<file path="config.mk">
export PLATFORM = sky130hd
export DESIGN_NAME = lru_block_read_cache_top
export DESIGN_NICKNAME = d
export VERILOG_FILES = /design/src/sv/lbc_pkg.sv /design/src/sv/lru_block_read_cache_top.sv /design/src/sv/lbc_ram.sv /design/src/sv/lbc_slot_scan.sv
export SDC_FILE = /design/constraint.sdc
export NUM_CORES = 2
export LEC_CHECK = 0
export ABC_AREA = 1
export ABC_CLOCK_PERIOD_IN_PS = 14600
export CORE_MARGIN = 2
export CORE_UTILIZATION = 35
export DETAILED_ROUTE_END_ITERATION = 6
export DONT_BUFFER_PORTS = 1
export PLACE_DENSITY = 0.6
export SLEW_MARGIN = 10
export SYNTH_ARGS = -nofsm -noshare
export SYNTH_HDL_FRONTEND = slang
export SYNTH_SLANG_ARGS = --single-unit
</file>
<file path="constraint.sdc">
create_clock -name aclk -period 14.6 [get_ports aclk]
set_input_delay 0 -clock aclk [delete_from_list [all_inputs] [get_ports aclk]]
set_output_delay 0 -clock aclk [all_outputs]
set_load 0.1 [all_outputs]
</file>
<file path="src/sv/lbc_pkg.sv">
// ----------------------------------------------------------------------------
// lbc_pkg: block read cache shared definitions
// Field widths, action and status codes, slot entry layout and the
// control structs between the top level and the slot scanner.
// ----------------------------------------------------------------------------
package lbc_pkg;

    localparam int POS_W            = 48;
    localparam int REQ_W            = 32;
    localparam int FILL_W           = 31;
    localparam int GIVE_W           = 31;
    localparam int INB_W            = 16;
    localparam int SLOT_W           = 3;
    localparam int BLOCK_BYTES      = 64 * 1024;
    localparam int BLOCK_BITS       = $clog2(BLOCK_BYTES);
    localparam int LEN_W            = BLOCK_BITS + 1;
    localparam int SMALL_READ_LIMIT = 64 * 1024;
    localparam int DEFAULT_SLOTS    = 8;

    // stream payload layout
    localparam int S_TDATA_W  = 112;
    localparam int M_TDATA_W  = 152;
    localparam int M_SLOT_LSB = 0;
    localparam int M_BLK_LSB  = M_SLOT_LSB + SLOT_W;
    localparam int M_INB_LSB  = M_BLK_LSB + POS_W;
    localparam int M_GIVE_LSB = M_INB_LSB + INB_W;
    localparam int M_POS_LSB  = M_GIVE_LSB + GIVE_W;

    // actions
    localparam logic [1:0] ACT_READ   = 2'd0;
    localparam logic [1:0] ACT_SEEK   = 2'd1;
    localparam logic [1:0] ACT_FILL   = 2'd2;
    localparam logic [1:0] ACT_CANCEL = 2'd3;

    // result status
    localparam logic [2:0] ST_DONE   = 3'd0;
    localparam logic [2:0] ST_EOF    = 3'd1;
    localparam logic [2:0] ST_ERROR  = 3'd2;
    localparam logic [2:0] ST_FETCH  = 3'd3;
    localparam logic [2:0] ST_DIRECT = 3'd4;

    // pending backend operation
    localparam logic [1:0] PEND_NONE   = 2'd0;
    localparam logic [1:0] PEND_BLOCK  = 2'd1;
    localparam logic [1:0] PEND_DIRECT = 2'd2;

    // configuration register indexes
    localparam logic REG_SIZE_KNOWN = 1'b0;
    localparam logic REG_FILE_SIZE  = 1'b1;

    typedef struct packed {
        logic [POS_W-1:0] tag;
        logic [LEN_W-1:0] len;
        logic [POS_W-1:0] stamp;
    } slot_entry_t;

    // an entry never written reads as this
    localparam slot_entry_t SLOT_RESET = '{tag: '1, len: '0, stamp: '0};

    typedef struct packed {
        logic start;
        logic lru;      // 1: find victim, 0: find tag match
    } scan_req_t;

    typedef struct packed {
        logic done;
        logic hit;
    } scan_rsp_t;

endpackage

</file>
<file path="src/sv/lru_block_read_cache_top.sv">
// ----------------------------------------------------------------------------
// lru_block_read_cache_top: LRU block read cache, tag and policy side
// Keeps the stream position and a fully associative slot store; answers
// reads from cached blocks, requests block fetches and direct reads.
//
//  Channel  Dir  Transfer payload
//  s_axis   in   tuser: action; tdata: target_offset, request_length,
//                fill_bytes, fill_error
//  m_axis   out  tuser: status; tdata: slot, block_offset, in_block,
//                give_length, position
//  cfg      in   cfg_addr 0: size_known, 1: file_size
//
// A small read walks the slot RAM, one entry per cycle; on a hit it then updates
// the entry in the serve state, on a miss it goes straight to advance. A block
// fill walks the RAM and serves as well. Every other item skips scan and serve.
// One item is in work at a time; the next transfer is taken the cycle after a
// result is loaded, while that result may still wait in the output register.
// A stalled output holds the next item at the output stage.
// Reset clears the slot valid bits; no sweep of the slot RAM is needed.
// ----------------------------------------------------------------------------
module lru_block_read_cache_top
    import lbc_pkg::*;
#(
    parameter int SLOTS = DEFAULT_SLOTS
) (
    input  logic                 aclk,
    input  logic                 aresetn,
    input  logic                 s_axis_tvalid,
    output logic                 s_axis_tready,
    // [47:0] target_offset, [79:48] request_length, [110:80] fill_bytes,
    // [111] fill_error
    input  logic [S_TDATA_W-1:0] s_axis_tdata,
    // [1:0] action
    input  logic [1:0]           s_axis_tuser,
    output logic                 m_axis_tvalid,
    input  logic                 m_axis_tready,
    // [2:0] slot, [50:3] block_offset, [66:51] in_block,
    // [97:67] give_length, [145:98] position, [151:146] zero
    output logic [M_TDATA_W-1:0] m_axis_tdata,
    // [2:0] status
    output logic [2:0]           m_axis_tuser,
    input  logic                 cfg_wr_en,
    input  logic                 cfg_addr,
    input  logic [POS_W-1:0]     cfg_wdata
);

    localparam int IDX_W = (SLOTS > 1) ? $clog2(SLOTS) : 1;

    localparam logic [2:0] S_IDLE  = 3'd0;
    localparam logic [2:0] S_DEC   = 3'd1;
    localparam logic [2:0] S_SCAN  = 3'd2;
    localparam logic [2:0] S_SERVE = 3'd3;
    localparam logic [2:0] S_ADV   = 3'd4;
    localparam logic [2:0] S_OUT   = 3'd5;

    localparam logic [POS_W-1:0] BLK_MASK = ~POS_W'(BLOCK_BYTES - 1);

    // control
    logic [2:0]             state_reg;
    logic [1:0]             pend_kind_reg;
    logic                   cancel_reg;
    logic                   size_known_reg;
    logic [SLOTS-1:0]       valid_reg;
    logic                   m_tvalid_reg;

    // payload
    logic [1:0]             in_act_reg;
    logic [POS_W-1:0]       in_target_reg;
    logic [REQ_W-1:0]       in_req_reg;
    logic [FILL_W-1:0]      in_fill_reg;
    logic                   in_ferr_reg;
    logic [POS_W-1:0]       file_size_reg;
    logic [POS_W-1:0]       pos_reg;
    logic [POS_W-1:0]       use_clock_reg;
    logic [FILL_W-1:0]      pend_req_reg;
    logic [POS_W-1:0]       pend_blk_reg;
    logic [POS_W-1:0]       blk_reg;
    logic                   srv_fill_reg;
    logic [LEN_W-1:0]       srv_req_reg;
    logic [LEN_W-1:0]       srv_len_reg;
    logic [IDX_W-1:0]       srv_idx_reg;
    logic [2:0]             res_status_reg;
    logic [SLOT_W-1:0]      res_slot_reg;
    logic [POS_W-1:0]       res_blk_reg;
    logic [INB_W-1:0]       res_inb_reg;
    logic [GIVE_W-1:0]      res_give_reg;
    logic [M_TDATA_W-1:0]   m_tdata_reg;
    logic [2:0]             m_tuser_reg;

    scan_req_t              scan_req;
    scan_rsp_t              scan_rsp;
    logic [IDX_W-1:0]       scan_idx;
    logic [LEN_W-1:0]       scan_len;
    logic                   ram_rd_en;
    logic [IDX_W-1:0]       ram_rd_addr;
    slot_entry_t            ram_rd_data;
    slot_entry_t            ram_wr_data;
    logic                   ram_wr_en;

    logic                   in_xfer;
    logic                   out_load;
    logic [BLOCK_BITS-1:0]  ib;
    logic [LEN_W-1:0]       avail;
    logic [POS_W-1:0]       stamp_next;
    logic [POS_W:0]         pos_sum;
    logic                   req_small;
    logic [FILL_W-1:0]      direct_n;
    logic [LEN_W-1:0]       fill_got;

    assign in_xfer       = s_axis_tvalid && s_axis_tready;
    assign s_axis_tready = (state_reg == S_IDLE);
    assign out_load      = (state_reg == S_OUT) && (!m_tvalid_reg || m_axis_tready);

    assign req_small = (in_req_reg <= REQ_W'(SMALL_READ_LIMIT));
    assign direct_n  = ({1'b0, in_fill_reg} < {1'b0, pend_req_reg}) ? in_fill_reg
                                                                    : pend_req_reg;
    assign fill_got  = (in_fill_reg >= FILL_W'(BLOCK_BYTES)) ? LEN_W'(BLOCK_BYTES)
                                                             : in_fill_reg[LEN_W-1:0];

    assign ib         = pos_reg[BLOCK_BITS-1:0];
    assign avail      = srv_len_reg - LEN_W'(ib);
    assign stamp_next = use_clock_reg + (srv_fill_reg ? POS_W'(2) : POS_W'(1));
    assign pos_sum    = {1'b0, pos_reg} + (POS_W + 1)'(res_give_reg);

    assign scan_req.start = (state_reg == S_DEC) &&
                            ((in_act_reg == ACT_READ && !cancel_reg &&
                              pend_kind_reg == PEND_NONE && !in_req_reg[REQ_W-1] &&
                              in_req_reg != '0 &&
                              !(size_known_reg && pos_reg >= file_size_reg) &&
                              req_small) ||
                             (in_act_reg == ACT_FILL && !cancel_reg && !in_ferr_reg &&
                              pend_kind_reg == PEND_BLOCK && in_fill_reg != '0));
    assign scan_req.lru   = (in_act_reg == ACT_FILL);

    assign ram_wr_en        = (state_reg == S_SERVE);
    assign ram_wr_data.tag   = blk_reg;
    assign ram_wr_data.len   = srv_len_reg;
    assign ram_wr_data.stamp = stamp_next;

    lbc_ram #(
        .WIDTH ($bits(slot_entry_t)),
        .DEPTH (SLOTS)
    ) u_slot_ram (
        .aclk    (aclk),
        .wr_en   (ram_wr_en),
        .wr_addr (srv_idx_reg),
        .wr_data (ram_wr_data),
        .rd_en   (ram_rd_en),
        .rd_addr (ram_rd_addr),
        .rd_data (ram_rd_data)
    );

    lbc_slot_scan #(
        .SLOTS (SLOTS)
    ) u_scan (
        .aclk       (aclk),
        .aresetn    (aresetn),
        .req        (scan_req),
        .blk        (blk_reg),
        .valid_bits (valid_reg),
        .rd_data    (ram_rd_data),
        .rd_en      (ram_rd_en),
        .rd_addr    (ram_rd_addr),
        .rsp        (scan_rsp),
        .res_idx    (scan_idx),
        .res_len    (scan_len)
    );

    // control state
    always_ff @(posedge aclk) begin
        if (!aresetn) begin
            state_reg      <= S_IDLE;
            pend_kind_reg  <= PEND_NONE;
            cancel_reg     <= 1'b0;
            size_known_reg <= 1'b0;
            valid_reg      <= '0;
            m_tvalid_reg   <= 1'b0;
        end else begin
            if (cfg_wr_en && cfg_addr == REG_SIZE_KNOWN) begin
                size_known_reg <= cfg_wdata[0];
            end
            if (out_load) begin
                m_tvalid_reg <= 1'b1;
            end else if (m_axis_tready) begin
                m_tvalid_reg <= 1'b0;
            end
            case (state_reg)
                S_IDLE: begin
                    if (in_xfer) begin
                        state_reg <= S_DEC;
                    end
                end
                S_DEC: begin
                    state_reg <= scan_req.start ? S_SCAN : S_ADV;
                    case (in_act_reg)
                        ACT_READ: begin
                            if (!cancel_reg && pend_kind_reg == PEND_NONE &&
                                !in_req_reg[REQ_W-1] && in_req_reg != '0 &&
                                !(size_known_reg && pos_reg >= file_size_reg) &&
                                !req_small) begin
                                pend_kind_reg <= PEND_DIRECT;
                            end
                        end
                        ACT_SEEK: begin
                            if (!in_target_reg[POS_W-1]) begin
                                pend_kind_reg <= PEND_NONE;
                            end
                        end
                        ACT_CANCEL: begin
                            cancel_reg <= 1'b1;
                        end
                        default: begin
                            pend_kind_reg <= PEND_NONE;
                        end
                    endcase
                end
                S_SCAN: begin
                    if (scan_rsp.done) begin
                        if (srv_fill_reg || scan_rsp.hit) begin
                            state_reg <= S_SERVE;
                        end else begin
                            pend_kind_reg <= PEND_BLOCK;
                            state_reg     <= S_ADV;
                        end
                    end
                end
                S_SERVE: begin
                    valid_reg[srv_idx_reg] <= 1'b1;
                    state_reg              <= S_ADV;
                end
                S_ADV: begin
                    state_reg <= S_OUT;
                end
                S_OUT: begin
                    if (out_load) begin
                        state_reg <= S_IDLE;
                    end
                end
                default: begin
                    state_reg <= S_IDLE;
                end
            endcase
        end
    end

    // datapath
    always_ff @(posedge aclk) begin
        if (!aresetn) begin
            file_size_reg <= '0;
            pos_reg       <= '0;
            use_clock_reg <= '0;
            pend_req_reg  <= '0;
            pend_blk_reg  <= '0;
        end else begin
            if (cfg_wr_en && cfg_addr == REG_FILE_SIZE) begin
                file_size_reg <= cfg_wdata;
            end
            case (state_reg)
                S_IDLE: begin
                    if (in_xfer) begin
                        in_act_reg    <= s_axis_tuser;
                        in_target_reg <= s_axis_tdata[47:0];
                        in_req_reg    <= s_axis_tdata[79:48];
                        in_fill_reg   <= s_axis_tdata[110:80];
                        in_ferr_reg   <= s_axis_tdata[111];
                    end
                end
                S_DEC: begin
                    res_slot_reg   <= '0;
                    res_blk_reg    <= '0;
                    res_inb_reg    <= '0;
                    srv_fill_reg   <= (in_act_reg == ACT_FILL);
                    case (in_act_reg)
                        ACT_READ: begin
                            blk_reg     <= pos_reg & BLK_MASK;
                            srv_req_reg <= in_req_reg[LEN_W-1:0];
                            if (cancel_reg || pend_kind_reg != PEND_NONE) begin
                                res_status_reg <= ST_ERROR;
                                res_give_reg   <= '0;
                            end else if (in_req_reg[REQ_W-1] || in_req_reg == '0) begin
                                res_status_reg <= ST_DONE;
                                res_give_reg   <= '0;
                            end else if (size_known_reg && pos_reg >= file_size_reg) begin
                                res_status_reg <= ST_EOF;
                                res_give_reg   <= '0;
                            end else if (!req_small) begin
                                pend_req_reg   <= in_req_reg[FILL_W-1:0];
                                res_status_reg <= ST_DIRECT;
                                res_give_reg   <= in_req_reg[GIVE_W-1:0];
                            end else begin
                                res_status_reg <= ST_DONE;
                                res_give_reg   <= '0;
                            end
                        end
                        ACT_SEEK: begin
                            res_give_reg <= '0;
                            if (in_target_reg[POS_W-1]) begin
                                res_status_reg <= ST_ERROR;
                            end else begin
                                res_status_reg <= ST_DONE;
                                pos_reg        <= in_target_reg;
                            end
                        end
                        ACT_CANCEL: begin
                            res_status_reg <= ST_DONE;
                            res_give_reg   <= '0;
                        end
                        default: begin
                            // fill complete
                            blk_reg     <= pend_blk_reg;
                            srv_req_reg <= pend_req_reg[LEN_W-1:0];
                            srv_len_reg <= fill_got;
                            if (pend_kind_reg == PEND_NONE || cancel_reg || in_ferr_reg) begin
                                res_status_reg <= ST_ERROR;
                                res_give_reg   <= '0;
                            end else if (pend_kind_reg == PEND_BLOCK) begin
                                res_status_reg <= (in_fill_reg == '0) ? ST_ERROR : ST_DONE;
                                res_give_reg   <= '0;
                            end else begin
                                res_status_reg <= ST_DONE;
                                res_give_reg   <= direct_n;
                            end
                        end
                    endcase
                end
                S_SCAN: begin
                    if (scan_rsp.done) begin
                        srv_idx_reg <= scan_idx;
                        if (!srv_fill_reg) begin
                            if (scan_rsp.hit) begin
                                srv_len_reg <= scan_len;
                            end else begin
                                pend_req_reg   <= FILL_W'(srv_req_reg);
                                pend_blk_reg   <= blk_reg;
                                res_status_reg <= ST_FETCH;
                                res_blk_reg    <= blk_reg;
                            end
                        end
                    end
                end
                S_SERVE: begin
                    use_clock_reg <= stamp_next;
                    res_slot_reg  <= SLOT_W'(srv_idx_reg);
                    res_blk_reg   <= blk_reg;
                    res_inb_reg   <= INB_W'(ib);
                    if (LEN_W'(ib) >= srv_len_reg) begin
                        res_status_reg <= ST_EOF;
                        res_give_reg   <= '0;
                    end else begin
                        res_status_reg <= ST_DONE;
                        res_give_reg   <= GIVE_W'((srv_req_reg < avail) ? srv_req_reg : avail);
                    end
                end
                S_ADV: begin
                    // a direct read request moves the position only on its fill;
                    // saturate at the top of the 48-bit range
                    if (res_status_reg != ST_DIRECT) begin
                        pos_reg <= pos_sum[POS_W] ? '1 : pos_sum[POS_W-1:0];
                    end
                end
                default: begin
                end
            endcase
        end
    end

    always_ff @(posedge aclk) begin
        if (out_load) begin
            m_tuser_reg <= res_status_reg;
            m_tdata_reg <= {(M_TDATA_W - M_POS_LSB - POS_W)'(0), pos_reg, res_give_reg,
                            res_inb_reg, res_blk_reg, res_slot_reg};
        end
    end

    assign m_axis_tvalid = m_tvalid_reg;
    assign m_axis_tdata  = m_tdata_reg;
    assign m_axis_tuser  = m_tuser_reg;

endmodule

</file>
<file path="src/sv/lbc_ram.sv">
// ----------------------------------------------------------------------------
// lbc_ram: generic single-port-write, single-port-read RAM
// One write and one registered read per cycle.
// ----------------------------------------------------------------------------
module lbc_ram #(
    parameter int WIDTH = 8,
    parameter int DEPTH = 8,
    parameter int AW    = (DEPTH > 1) ? $clog2(DEPTH) : 1
) (
    input  logic             aclk,
    input  logic             wr_en,
    input  logic [AW-1:0]    wr_addr,
    input  logic [WIDTH-1:0] wr_data,
    input  logic             rd_en,
    input  logic [AW-1:0]    rd_addr,
    output logic [WIDTH-1:0] rd_data
);

    logic [WIDTH-1:0] mem [DEPTH];
    logic [WIDTH-1:0] rd_data_reg;

    always_ff @(posedge aclk) begin
        if (wr_en) begin
            mem[wr_addr] <= wr_data;
        end
        if (rd_en) begin
            rd_data_reg <= mem[rd_addr];
        end
    end

    assign rd_data = rd_data_reg;

endmodule

</file>
<file path="src/sv/lbc_slot_scan.sv">
// ----------------------------------------------------------------------------
// lbc_slot_scan: slot walker
// Reads every slot entry once, one per cycle, and finds either the first
// slot whose tag matches a block or the least-recently-used slot.
// ----------------------------------------------------------------------------
module lbc_slot_scan
    import lbc_pkg::*;
#(
    parameter int SLOTS = DEFAULT_SLOTS,
    parameter int IDX_W = (SLOTS > 1) ? $clog2(SLOTS) : 1
) (
    input  logic              aclk,
    input  logic              aresetn,
    input  scan_req_t         req,
    input  logic [POS_W-1:0]  blk,
    input  logic [SLOTS-1:0]  valid_bits,
    input  slot_entry_t       rd_data,
    output logic              rd_en,
    output logic [IDX_W-1:0]  rd_addr,
    output scan_rsp_t         rsp,
    output logic [IDX_W-1:0]  res_idx,
    output logic [LEN_W-1:0]  res_len
);

    localparam int CNT_W = $clog2(SLOTS + 1);

    logic             busy_reg;
    logic             lru_reg;
    logic [CNT_W-1:0] issue_cnt_reg;
    logic             cmp_vld_reg;
    logic [IDX_W-1:0] cmp_idx_reg;
    logic             found_reg;
    logic             done_reg;
    logic [IDX_W-1:0] best_idx_reg;
    logic [LEN_W-1:0] best_len_reg;
    logic [POS_W-1:0] best_stamp_reg;
    slot_entry_t      ent;
    logic             last_cmp;

    assign rd_en   = busy_reg && (issue_cnt_reg != CNT_W'(SLOTS));
    assign rd_addr = issue_cnt_reg[IDX_W-1:0];

    // slots never filled read as the reset entry
    assign ent      = valid_bits[cmp_idx_reg] ? rd_data : SLOT_RESET;
    assign last_cmp = cmp_vld_reg && (cmp_idx_reg == IDX_W'(SLOTS - 1));

    always_ff @(posedge aclk) begin
        if (!aresetn) begin
            busy_reg      <= 1'b0;
            cmp_vld_reg   <= 1'b0;
            done_reg      <= 1'b0;
            issue_cnt_reg <= '0;
        end else begin
            done_reg    <= last_cmp;
            cmp_vld_reg <= rd_en;
            if (req.start) begin
                busy_reg      <= 1'b1;
                issue_cnt_reg <= '0;
            end else begin
                if (rd_en) begin
                    issue_cnt_reg <= issue_cnt_reg + CNT_W'(1);
                end
                if (last_cmp) begin
                    busy_reg <= 1'b0;
                end
            end
        end
    end

    always_ff @(posedge aclk) begin
        cmp_idx_reg <= rd_addr;
        if (req.start) begin
            lru_reg   <= req.lru;
            found_reg <= 1'b0;
        end else if (cmp_vld_reg) begin
            if (lru_reg) begin
                // strict compare keeps the lowest slot on a tie
                if (cmp_idx_reg == '0 || ent.stamp < best_stamp_reg) begin
                    best_idx_reg   <= cmp_idx_reg;
                    best_stamp_reg <= ent.stamp;
                end
            end else if (!found_reg && ent.tag == blk) begin
                found_reg    <= 1'b1;
                best_idx_reg <= cmp_idx_reg;
                best_len_reg <= ent.len;
            end
        end
    end

    assign rsp.done = done_reg;
    assign rsp.hit  = found_reg;
    assign res_idx  = best_idx_reg;
    assign res_len  = best_len_reg;

endmodule

</file>
==> run metrics <==
status complete, no violations; Hold Buf Count CTS 380; DRT antenna net count 0; max_cap viols 0; DR iter-0 viols 5587; Core Region 0.214 mm^2; WHS 0.253 ns; initial antenna violation count 4; final worst-path cycle share 0.359; finished layout cell area 0.0883 mm^2; GRT Total Usage 0.198; nature of the critical path endpoint register; actual slew at the worst max-slew pin 1.21 ns; clock root cell clkbuf_16; die height 468 um; slew margin rel. 0.192; nets 7473; Worst R2R Start state_reg[1]; TritonRoute pass-1 iters 6; fin crit period 5.24 ns; fmax 0.191 GHz; RR Endpoint u_slot_ram.mem[4][73]; number of flip-flops in the largest register 904; Final Wtd Congestion 0.955; Cells after Synth 6801; gr ovfl total 0; WL/cell 21.9 um; Final Hold Fails 0; Netlist cell types 55; setup TNS 0 ns; largest net degree at the start of global routing 166; post-CTS sizing 0; clk buf depth 3; CP max FO 49; first-pass GRT wire length 329 mm; Hold/Removal Path Class primary input to register; FF-to-FF setup slack 9.36 ns; Num CTS Buffers 178; Vias per Instance 5.18; CP required 15.03 ns; vias in the first global route 50925; Post-synth EDFFs 1536; Post-DP Area 0.0784 mm^2; critical path class register to register; Initial Util 0.352; hold path start m_axis_tready; filler instances 19974; die area 0.219 mm^2; R2R depth 10; P_leak 31.0 nW; DRC 0; Synth Register Bits 1786; register area share after synthesis 0.678; port bufs 0; final wirelength 222 mm; RSZ-0062 raised after global routing no; CTS sink cnt 1786; Worst VDD drop 0.000115 V; hold endpoint m_axis_tvalid; Max Slew Vio Count 0; IO Count 325; num rows 170; Synth Flop Type edfxtp_1; total number of vias 52334; Cell Area, Synth 0.0754 mm^2; Syn Area/Cell 11.1 um^2; ys async rst share 0; YS warnings 0; WP data arrival 5.67 ns; Setup violations, final 0; Startpoint Class register; Clk Latency, worst-skew pair 0.84 ns; width of the die 468 um; setup repair bufs after CTS 0; share of cells above drive strength 1 0.0599; hold path depth 4; H-tree depth 4; dpl hpwl 137 mm; Power Density 126 mW/mm^2; CTS tree yes; synth-to-layout area growth 17.2%; Worst Skew 0.0463 ns; Clock transition at path regs 0.07 ns
==> worst max path at each step <==
| stage | to | slack (ns) | startpoint |
|---|---|---|---|
| floorplan | in_act_reg[0] | 2.43 | state_reg[1] |
| global placement | u_slot_ram.mem[4][77] | 9.42 | state_reg[1] |
| detailed placement | u_slot_ram.mem[4][77] | 9.33 | state_reg[1] |
| CTS | u_slot_ram.mem[4][77] | 9.29 | state_reg[1] |
| global route | u_scan.best_stamp_reg[6] | 9.03 | u_scan.cmp_idx_reg[0] |
| finish | u_slot_ram.mem[4][73] | 9.36 | state_reg[1] |
==> Yosys cell counts, types with 64 or more instances <==
cell type,number,area [um^2]
a21oi_1,406,2030
a31oi_1,128,801
clkbuf_1,260,976
dfxtp_1,250,5000
edfxtp_1,1536,46100
ha_1,192,2400
inv_1,579,2170
nand2_1,600,2250
nand3_1,96,480
nor2_1,1315,4940
nor3_1,64,320
o21ai_0,855,4280
o22ai_1,114,713
xor2_1,99,867
==> where the power goes <==
part	total (mW)	internal (mW)	switching, mW
Clock	4.73	2.72	2.01
Sequential	5.74	5.58	0.155
Combinational	0.671	0.239	0.433
==> through the flow <==
step / std cells / utilization / total power, mW / setup WS [ns]
4_1_cts: 10099 / 0.412 / 11.2 / 9.29
5_1_grt: 10100 / 0.412 / 11.5 / 9.03
6_report: 10102 / 0.412 / 11.1 / 9.36
3_5_place_dp: 9388 / 0.366 / 6.40 / 9.33
2_1_floorplan: 6806 / - / 6.18 / 2.43
3_3_place_gp: 9388 / 0.366 / 6.39 / 9.42
==> layout make-up <==
cell class	count	area, um^2	share of cell area
Sequential cell	1786	51100	0.579
Multi-Input combinational cell	4100	20900	0.237
Clock buffer	241	5000	0.0566
Timing Repair Buffer	457	4410	0.0499
Tap cell	2838	3550	0.0402
Inverter	587	2230	0.0253
Clock inverter	90	1080	0.0123
Antenna cell	3	7.51	0.0000850
==> critical path: stages (launching register included) <==
cell     delay [ns]
dfxtp_1        0.43
inv_1          0.08
nor2_2         0.14
inv_2          0.07
nor2_4         0.77
inv_4          0.48
nor2_1         0.20
inv_1          0.18
nor2_4         0.79
buf_4          0.81
buf_4          0.79
==> logic make-up after synthesis <==
group / Yosys count / synth area share
buffers and inverters: 920 / 0.0468
AND/OR/NAND/NOR: 2202 / 0.118
XOR/XNOR: 116 / 0.0135
AO/OA/AOI/OAI: 1581 / 0.111
flip-flops: 1786 / 0.678
adder cells (fa/ha/maj): 195 / 0.0327
other: 1 / 0.0000497
==> cells in the final DEF, fill, tap and decap left out, types with 20 or more instances in the layout <==
| cell type | instances |
|---|---|
| a21oi_1 | 406 |
| nor4_1 | 20 |
| o21ai_1 | 29 |
| dfxtp_1 | 248 |
| clkbuf_8 | 20 |
| o21ai_0 | 855 |
| nor3_1 | 61 |
| o22ai_1 | 114 |
| nor2_1 | 1303 |
| buf_4 | 76 |
| nand2_1 | 598 |
| dlygate4sd3_1 | 379 |
| clkinv_2 | 30 |
| clkbuf_16 | 183 |
| a31oi_1 | 128 |
| nand3_1 | 94 |
| inv_1 | 573 |
| xor2_1 | 99 |
| nand4_1 | 46 |
| clkbuf_1 | 38 |
| edfxtp_1 | 1536 |
| ha_1 | 192 |
==> per-layer routing <==
metal | global-route usage | wire length (um)
met1 | 0.263 | 94200
met4 | 0.0660 | 7110
met5 | 0 | 0
met2 | 0.326 | 105000
met3 | 0.0380 | 15700
No activity file was read; power rests on OpenSTA's default activity.
